`config.mk`:
```
export PLATFORM = sky130hd
export DESIGN_NAME = mda_div
export DESIGN_NICKNAME = d
export VERILOG_FILES = /design/src/assert_macros.svh /design/src/mda_div.sv
export SDC_FILE = /design/constraint.sdc
export NUM_CORES = 1
export LEC_CHECK = 0
export BUFFER_PORTS_ARGS = -buffer_cell sky130_fd_sc_hd__buf_4
export CORE_MARGIN = 4
export CORE_UTILIZATION = 63
export CTS_CLUSTER_SIZE = 14
export DETAILED_ROUTE_END_ITERATION = 8
export PLACE_DENSITY_LB_ADDON = 0.08
export RECOVER_POWER = 25
export SLEW_MARGIN = 40
export SYNTH_ARGS = -nofsm -noshare
export SYNTH_HDL_FRONTEND = slang
export SYNTH_SLANG_ARGS = --single-unit
```
`constraint.sdc`:
```
create_clock -name clk -period 4.12 [get_ports clk]
set_clock_uncertainty 0.2 [all_clocks]
set_input_delay 0.412 -clock clk [delete_from_list [all_inputs] [get_ports clk]]
set_output_delay 0.412 -clock clk [all_outputs]
set_load 0.03 [all_outputs]
```
`src/assert_macros.svh`:
```
// Concurrent checks used by the allocator RTL.
`ifndef ASSERT_MACROS_SVH
`define ASSERT_MACROS_SVH

// Check a condition at every clock edge outside reset.
`define ASSERT_ALWAYS(lbl, clk, rst_n, cond, msg) \
	lbl: assert property (@(posedge clk) disable iff (!rst_n) (cond)) else $error(msg);

// Check a consequence in the same cycle as its trigger.
`define ASSERT_IMPLY(lbl, clk, rst_n, ante, cons, msg) \
	lbl: assert property (@(posedge clk) disable iff (!rst_n) (ante) |-> (cons)) else $error(msg);

`endif

```
`src/mda_div.sv`:
```
module mda_div #(
	parameter int DW = 16,
	parameter int QW = 16,
	parameter int SW = 1
) (
	input  logic          clk,
	input  logic          arst_n,
	input  logic          en,
	input  logic          vld_i,
	input  logic [DW-1:0] rem_i,
	input  logic [QW-1:0] low_i,
	input  logic [DW-1:0] den_i,
	input  logic [SW-1:0] side_i,
	output logic          vld_o,
	output logic [QW-1:0] quo_o,
	output logic [SW-1:0] side_o
);

	logic [DW-1:0] rem_s  [QW];
	logic [QW-1:0] low_s  [QW];
	logic [DW-1:0] den_s  [QW];
	logic [SW-1:0] side_s [QW];
	logic [QW-1:0] vld_s;

	for (genvar k = 0; k < QW; k++) begin : g_stage
		logic [DW-1:0] rem_c;
		logic [QW-1:0] low_c;
		logic [DW-1:0] den_c;
		logic [SW-1:0] side_c;
		logic          vld_c;
		logic [DW:0]   t;
		logic          ge;

		if (k == 0) begin : g_first
			assign rem_c  = rem_i;
			assign low_c  = low_i;
			assign den_c  = den_i;
			assign side_c = side_i;
			assign vld_c  = vld_i;
		end else begin : g_next
			assign rem_c  = rem_s[k-1];
			assign low_c  = low_s[k-1];
			assign den_c  = den_s[k-1];
			assign side_c = side_s[k-1];
			assign vld_c  = vld_s[k-1];
		end

		assign t  = {rem_c, low_c[QW-1]};
		assign ge = t >= {1'b0, den_c};

		always_ff @(posedge clk) begin
			if (en) begin
				rem_s[k]  <= ge ? DW'(t - {1'b0, den_c}) : t[DW-1:0];
				low_s[k]  <= {low_c[QW-2:0], ge};
				den_s[k]  <= den_c;
				side_s[k] <= side_c;
			end
		end

		always_ff @(posedge clk or negedge arst_n) begin
			if (!arst_n) begin
				vld_s[k] <= 1'b0;
			end else if (en) begin
				vld_s[k] <= vld_c;
			end
		end
	end

	assign vld_o  = vld_s[QW-1];
	assign quo_o  = low_s[QW-1];
	assign side_o = side_s[QW-1];

endmodule

```
==> results of run 1 <==
[worst min-delay path, cell delays in order]
cell	delay, ns
sky130_fd_sc_hd__buf_4	0.09
sky130_fd_sc_hd__nor2_1	0.04
sky130_fd_sc_hd__a21oi_1	0.17
[cell type report]
class	count	area, µm²
Fill cell	3901	16300
Clock buffer	91	2050
Tap cell	773	967
Inverter	306	1150
Sequential cell	768	23000
Timing Repair Buffer	164	1420
Clock inverter	54	749
Multi-Input combinational cell	1846	13700
[worst paths after layout]
| kind | start | endpoint | slack, ns | cells past startpoint |
|---|---|---|---|---|
| setup / recovery | den_s[3][1] | rem_s[0][72] | 0.53 | 11 |
| hold / removal | low_i[15] | rem_s[0][0] | 0.01 | 3 |
| setup reg to reg | den_s[3][1] | rem_s[0][72] | 0.53 | 11 |
| hold reg to reg | low_s[3][23] | low_s[4][8] | 0.21 | 0 |
| max in group asynchronous | arst_n | g_stage[13].vld_c | 2.58 | 3 |
| min in group asynchronous | arst_n | g_stage[7].vld_c | 0.71 | 3 |
[flip-flops by register name, summed over array words and instances, names as in the netlist]
register       cells
vld_o              1
side_s            16
rem_s            240
low_s            256
g_stage.vld_c     15
den_s            240
[kinds of logic (layout without fill, tap and decap cells)]
group / Yosys count / count (layout) / synth area share [%]
AO/OA/AOI/OAI: 617 / 617 / 10.5
XOR/XNOR: 159 / 159 / 3.66
buffers and inverters: 343 / 615 / 3.47
flip-flops: 768 / 768 / 60.4
multiplexers: 156 / 156 / 4.59
AND/OR/NAND/NOR: 643 / 643 / 8.10
adder cells (fa/ha/maj): 271 / 271 / 9.21
[Yosys cell counts, types with 8 or more instances]
master and n:
sky130_fd_sc_hd__edfxtp_1 752, sky130_fd_sc_hd__inv_1 306, sky130_fd_sc_hd__ha_1 256, sky130_fd_sc_hd__nor2_1 209, sky130_fd_sc_hd__a21oi_1 187, sky130_fd_sc_hd__nand2_1 142
sky130_fd_sc_hd__mux2_2 136, sky130_fd_sc_hd__o21ai_0 130, sky130_fd_sc_hd__xnor2_1 101, sky130_fd_sc_hd__nor3_1 64, sky130_fd_sc_hd__o21a_1 60, sky130_fd_sc_hd__xor2_1 58
sky130_fd_sc_hd__nor2b_1 43, sky130_fd_sc_hd__a21o_1 41, sky130_fd_sc_hd__nand4_1 33, sky130_fd_sc_hd__nand3_1 29, sky130_fd_sc_hd__nand2b_1 28, sky130_fd_sc_hd__o31a_1 23
sky130_fd_sc_hd__a31oi_1 21, sky130_fd_sc_hd__clkbuf_1 21, sky130_fd_sc_hd__a211oi_1 19, sky130_fd_sc_hd__or2_2 18, sky130_fd_sc_hd__or3_1 18, sky130_fd_sc_hd__mux2i_1 17
sky130_fd_sc_hd__o211ai_1 17, sky130_fd_sc_hd__dfrtp_1 16, sky130_fd_sc_hd__fa_1 15, sky130_fd_sc_hd__and3_1 14, sky130_fd_sc_hd__o31ai_1 14, sky130_fd_sc_hd__nor4_1 12
sky130_fd_sc_hd__o21ai_1 12, sky130_fd_sc_hd__buf_2 11, sky130_fd_sc_hd__o21bai_1 11, sky130_fd_sc_hd__and2_1 9, sky130_fd_sc_hd__a211o_1 8
[power breakdown]
group          switching (µW)  internal [µW]  total [µW]
logic                    6880           5690       12600
clock network            3080           4580        7660
registers                1000          11100       12100
total                   11000          21300       32300
[per-layer routing]
layer	vias up	global-route usage, %	routed length [µm]
li1	11400	-	-
met2	644	40.9	38300
met5	-	0	0
met4	0	8.48	2780
met3	181	3.67	3670
met1	11400	34.2	35000
[metrics by stage]
stage / hold WS (ns) / area, µm² / utilization [%] / setup WS, ns
final: 0.0149 / 43100 / 72.6 / 0.525
after global routing: 0.0112 / 43100 / 72.6 / 0.246
after CTS: 0.00615 / 43100 / 72.6 / 0.538
after detailed placement: 0.0789 / 39800 / 67.1 / 0.591
after global placement: 0.0713 / 39800 / 67.1 / 0.634
after floorplan: -0.0836 / 38000 / - / 0.956
[repair_timing]
action / CTS / global route
endpoints found under the setup margin: 0 / 0
hold buffers: 49 / 0
hold endpoints to repair: 63 / 0
==> parameters.txt, run 1 <==
Parameter                              Value

Floorplanning
  Floorplan die width    ~250 µm
  Die area    0.0644 mm²
  Standard-cell rows    89
  Die span in y    approximately 250 µm
  Core area    ~0.059 mm²
  # IOs    between 70 and 80
  Starting density of the core    between 60 and 70%

CTS
  Root buffer cell    sky130_fd_sc_hd__clkbuf_16
  Number of post-CTS setup repair buffers    0
  CTS buffer count    80
  Register clock-pin slew on the reported worst setup and hold paths    ~0.06 ns
  Clock tree from TritonCTS    yes
  CTS H-tree lvls    3
  Post-CTS resize count    0
  Maximum clock insertion buffer count    3
  Worst skew pair latency    ~0.64 ns
  Clock net sink count    768

Pwr
  PwrDens    750 mW/mm²
  VDD IR-drop max    slightly above 0.5 mV
  Pwr Total    approximately 32000 µW
  Leak pwr    between 0.015 and 0.02 µW

Drt
  Total Wirelength    between 70000 and 80000 µm
  Number of iterations in the first detailed-routing pass    8
  Number of violations reported at the end of detailed-routing iteration 0    between 1500 and 2000
  Detailed-route wire length per cell    between 15 and 20 µm
  Via count normalized by instance count    about 6
  Number of routed nets with antenna violations    0
  Drc violations    0
  Vias post-DR    23600

STA
  Shortest clock period the worst path allows after layout    around 3.6 ns
  Highest attainable clock frequency    between 0.2 and 0.3 GHz
  Share of the clock period used by the worst path    87.3%
  Final setup vio count    0
  Final Hold Vio Count    0
  Setup repair after global routing missed its margin    false
  Aggregate negative setup slack    0 ns
  Worst slew margin relative to its limit    a little over two fifths
  Slew at the pin closest to its max-slew limit    ~0.84 ns
  Final-report max-slew violation count    0

Place
  Number of I/O port buffers    70
  Post-DP HPWL    around 57000 µm
  Dpl cells    3808
  Routability congestion estimate from global placement    between 0.9 and 1

Min path
  Hold Crit Class    in2reg

Final layout
  Final Non-Filler Cells    around 4000
  Total number of nets in the final design    roughly 3500
  Share of layout cells above drive strength 1    12.4%
  Area grow syn2layout    13.2%
  Commonest non-fill, non-tap cell in the layout    sky130_fd_sc_hd__edfxtp_1
  Count of antenna diodes in the layout    0
  Leading cell types in the layout, fill and taps excluded    sky130_fd_sc_hd__edfxtp_1 (752), sky130_fd_sc_hd__inv_1 (306), sky130_fd_sc_hd__ha_1 (256), sky130_fd_sc_hd__nor2_1 (209), sky130_fd_sc_hd__a21oi_1 (185)

Setup path
  WP data required    approximately 4.3 ns
  CP delay by family, top    compound AO/OA/AOI/OAI gates
  Crit-path slowest cell    sky130_fd_sc_hd__o311ai_1
  Buffering stage count on the worst path with inverters included    2
  Worst-path maximum fanout    24
  Critical path class    reg2reg
  Cell type with the highest occurrence count on the critical path    sky130_fd_sc_hd__a21oi_1
  List of cells traversed by the critical path    inv_1, ha_1, nor2b_1, o31a_1, o41ai_1, a21oi_1, o311ai_1, a21oi_4, buf_4, nor2_1, a21oi_1
  Capturing element type of the critical path    flop
  Kind of start point of the critical path    flop
  CP arrival    3.78 ns
  Largest stage delay, worst path    roughly 0.64 ns

Global routing
  Tot GR Track Use    around 25%
  Maximum number of pins on one net before global-route repair    84
  First-pass GRT wire length    126000 µm
  Via count of the first global-routing pass    23400
  Number of antenna violations at the first check in global routing    0
  Overflow after GRT    0

Yosys
  Syn nets    3281
  Dominant register cell in the synthesized netlist    sky130_fd_sc_hd__edfxtp_1
  Average footprint of a synthesized cell    12.9 µm²
  Ys async rst share    2.08%
  Unique cell type count in the Yosys netlist    75
  Synth warnings    0
  Largest cells by area after synthesis    sky130_fd_sc_hd__edfxtp_1 (59%), sky130_fd_sc_hd__ha_1 (8.4%), sky130_fd_sc_hd__mux2_2 (4.0%)
  Seq/Total Area, Yosys    ~60%
  Top cell type by total area after synthesis    sky130_fd_sc_hd__edfxtp_1
  Cells after Synth    just under 3000
  Fraction of synthesized cell area taken by the top area cell type    between 50% and 60%
  Synthesized cell area    0.0380 mm²
  Number of synthesized flops with an enable pin    752
  Synthesis-stage register bit count    approximately 770

Flow run
  Max-cap check violation count    0

Outcome
  Result of the run    completed
Power figures use the tool's default switching activity.
==> run 2: changes to the inputs <==
- RECOVER_POWER: 25 -> 100
==> run 2 against run 1 <==
The flow now finishes with violations (max-capacitance violations, max-slew violations). Total power shrank 0.92%. First-iteration DRC count grew 5.3%. Clock-buffer cell count is the same. Die area is the same. Sequential share of layout area grew 0.47 points. Register-to-register slack lost 0.28 ns. Largest cell class unchanged.
==> parameters.txt, run 2 (same netlist as run 1, synthesis figures left out) <==
Parameter                              Value

Outcome
  Result of the run    complete, but fails checks
  Failing checks    max-capacitance violations, max-slew violations

Final layout
  Final standard cell utilization of the core    71.9% (-0.64 points)
  Max reg flops    256 (unchanged)
  Area grow syn2layout    12.2%
  Register Area    0.0230 mm² (unchanged)
  Total number of nets in the final design    3490 (unchanged)
  Leading cell types in the layout, fill and taps excluded    sky130_fd_sc_hd__edfxtp_1 (752), sky130_fd_sc_hd__inv_1 (306), sky130_fd_sc_hd__ha_1 (256), sky130_fd_sc_hd__nor2_1 (209), sky130_fd_sc_hd__a21oi_1 (186)
  Registers with the most flip-flops    low_s: 256 flops, den_s: 240 flops, rem_s: 240 flops
  Fill cell instance count of the final layout    3982 (+2.1%)
  Commonest non-fill, non-tap cell in the layout    sky130_fd_sc_hd__edfxtp_1
  Largest Register    low_s
  Share of layout cells above drive strength 1    10.0% (-2.4 points)
  Area occupied by multi-input gates    0.0137 mm² (-0.63%)
  Count of antenna diodes in the layout    0 (unchanged)

Global routing
  Number of antenna violations at the first check in global routing    0 (unchanged)
  First-pass GRT wire length    126000 µm (unchanged)
  Overflow after GRT    0 (unchanged)
  Maximum number of pins on one net before global-route repair    84 (unchanged)
  Via count of the first global-routing pass    23400 (unchanged)
  Tot GR Track Use    24.8% (unchanged)

STA
  Aggregate negative setup slack    0 ns (unchanged)
  Worst slew margin relative to its limit    -61.6% (-110 points)
  Shortest clock period the worst path allows after layout    3.88 ns (+0.285 ns)
  Final worst hold slack    0.0195 ns (+0.00458 ns)
  Final setup vio count    0 (unchanged)
  Setup repair after global routing missed its margin    false
  Final Hold Vio Count    0 (unchanged)
  Highest attainable clock frequency    0.258 GHz (-7.3%)
  Slew at the pin closest to its max-slew limit    2.42 ns (+1.58 ns)
  Final-report max-slew violation count    154 (+154)
  Share of the clock period used by the worst path    94.2% (+6.9 points)

Pwr
  Switch share    34.0% (+0.089 points)
  VDD IR-drop max    0.506 mV (-0.86%)
  Pwr Total    32000 µW (-0.92%)
  Leak pwr    0.0169 µW (-1.4%)
  PwrDens    750 mW/mm² (about the same)
  Cell Int Power    21100 µW (-1.1%)
  Flop pwr share    37.7% (+0.3 points)
  Gate power share    38.3% (-0.6 points)
  Switching power summed over all nets    10900 µW (-0.66%)
  Clock share of power    23.9% (+0.2 points)

CTS
  CTS H-tree lvls    3 (unchanged)
  Post-CTS resize count    0 (unchanged)
  Root buffer cell    sky130_fd_sc_hd__clkbuf_16
  Worst skew pair latency    0.64 ns (about the same)
  Number of post-CTS setup repair buffers    0 (unchanged)
  Clock tree from TritonCTS    yes
  CTS buffer count    80 (unchanged)
  Register clock-pin slew on the reported worst setup and hold paths    0.06 ns (about the same)
  Clock net sink count    768 (unchanged)
  Maximum clock insertion buffer count    3 (unchanged)

Floorplanning
  Floorplan die width    254 µm (unchanged)
  Die span in y    254 µm (unchanged)
  Core area    0.0594 mm² (unchanged)
  Standard-cell rows    89 (unchanged)
  Starting density of the core    64.1% (unchanged)
  Die area    0.0644 mm² (unchanged)
  # IOs    71 (unchanged)

Drt
  Total Wirelength    79800 µm (about the same)
  Via count normalized by instance count    5.90 (+0.11%)
  Detailed-route wire length per cell    19.9 µm (about the same)
  Vias post-DR    23600 (+0.11%)
  Number of routed nets with antenna violations    0 (unchanged)
  Number of iterations in the first detailed-routing pass    5 (-3)
  Drc violations    0 (unchanged)
  Number of violations reported at the end of detailed-routing iteration 0    1935 (+5.3%)

Setup path
  WP data required    4.25 ns (-0.05 ns)
  Origin of the critical flop-to-flop path    den_s[6][6]
  Worst-path maximum fanout    14 (-42%)
  Critical Path Start    den_s[6][6]
  Kind of start point of the critical path    flop
  Capturing element type of the critical path    flop
  Critical path class    reg2reg
  CP arrival    4.01 ns (+0.23 ns)

Place
  Routability congestion estimate from global placement    0.912 (unchanged)
  Number of I/O port buffers    70 (unchanged)
  Post-DP HPWL    56600 µm (unchanged)

Min path
  Hold Crit Class    in2reg
  Hold Path Origin    low_i[15]

Flow run
  Max-cap check violation count    2 (+2)
==> run 2: cell count changes in the layout (fill, tap and decap cells not counted), sizes merged <==
cell / previous run / this run
clkbuf: 118 / 177
buf: 88 / 29
==> run 2: power by group through the flow <==
| stage | Clock (µW) | Sequential, µW | Combinational, µW |
|---|---|---|---|
| global placement | 0 | 12200 | 11900 |
| floorplan | 0 | 11800 | 9420 |
| finish | 7650 | 12100 | 12300 |
| CTS | 7810 | 12100 | 12400 |
| detailed placement | 0 | 12200 | 12200 |
| global route | 8140 | 12200 | 13600 |
==> run 2: worst paths after layout <==
check	end	slack, ns	cells past startpoint
max in group asynchronous	g_stage[13].vld_c	2.56	3
setup / recovery	rem_s[0][118]	0.24	10
min in group asynchronous	g_stage[7].vld_c	0.73	3
hold / removal	rem_s[0][0]	0.02	3
hold reg to reg	low_s[4][8]	0.21	0
setup reg to reg	rem_s[0][118]	0.24	10
==> run 2: metrics by stage <==
stage | instance area, µm² | std cells | setup slack (ns)
after floorplan | 38000 | 2957 | 0.956
after global placement | 39800 | 3808 | 0.634
after detailed placement | 39800 | 3808 | 0.591
after CTS | 43100 | 4002 | 0.538
after global routing | 42700 | 4002 | 0.156
final | 42700 | 4002 | 0.240
==> run 2: layout make-up <==
cell class	count	area share, %
Inverter	306	2.69
Sequential cell	768	53.8
Multi-Input combinational cell	1846	32.0
Tap cell	773	2.27
Clock inverter	54	1.76
Clock buffer	91	4.81
Timing Repair Buffer	164	2.64
==> run 2: what timing repair did <==
item / CTS / global route
hold buffers: 49 / 0
hold endpoints to repair: 63 / 0
endpoints found under the setup margin: 0 / 0
==> run 2: worst max-delay path, stage by stage, from the launching register on <==
cell and delay [ns]:
sky130_fd_sc_hd__edfxtp_1 0.42, sky130_fd_sc_hd__inv_1 0.06, sky130_fd_sc_hd__ha_1 0.35, sky130_fd_sc_hd__a21o_1 0.22
sky130_fd_sc_hd__a31o_2 0.26, sky130_fd_sc_hd__or3_1 0.33, sky130_fd_sc_hd__o211ai_1 0.23, sky130_fd_sc_hd__a21oi_1 0.12
sky130_fd_sc_hd__o21ai_0 0.74, sky130_fd_sc_hd__clkbuf_2 0.41, sky130_fd_sc_hd__o21ai_0 0.23
==> run 2: metal layers <==
layer	global-route usage [%]	share of wire, %	vias to the layer above
met5	0	0	-
met4	8.48	3.5	0
met3	3.67	4.8	182
met2	40.9	48	639
met1	34.2	44	11400
li1	-	-	11400
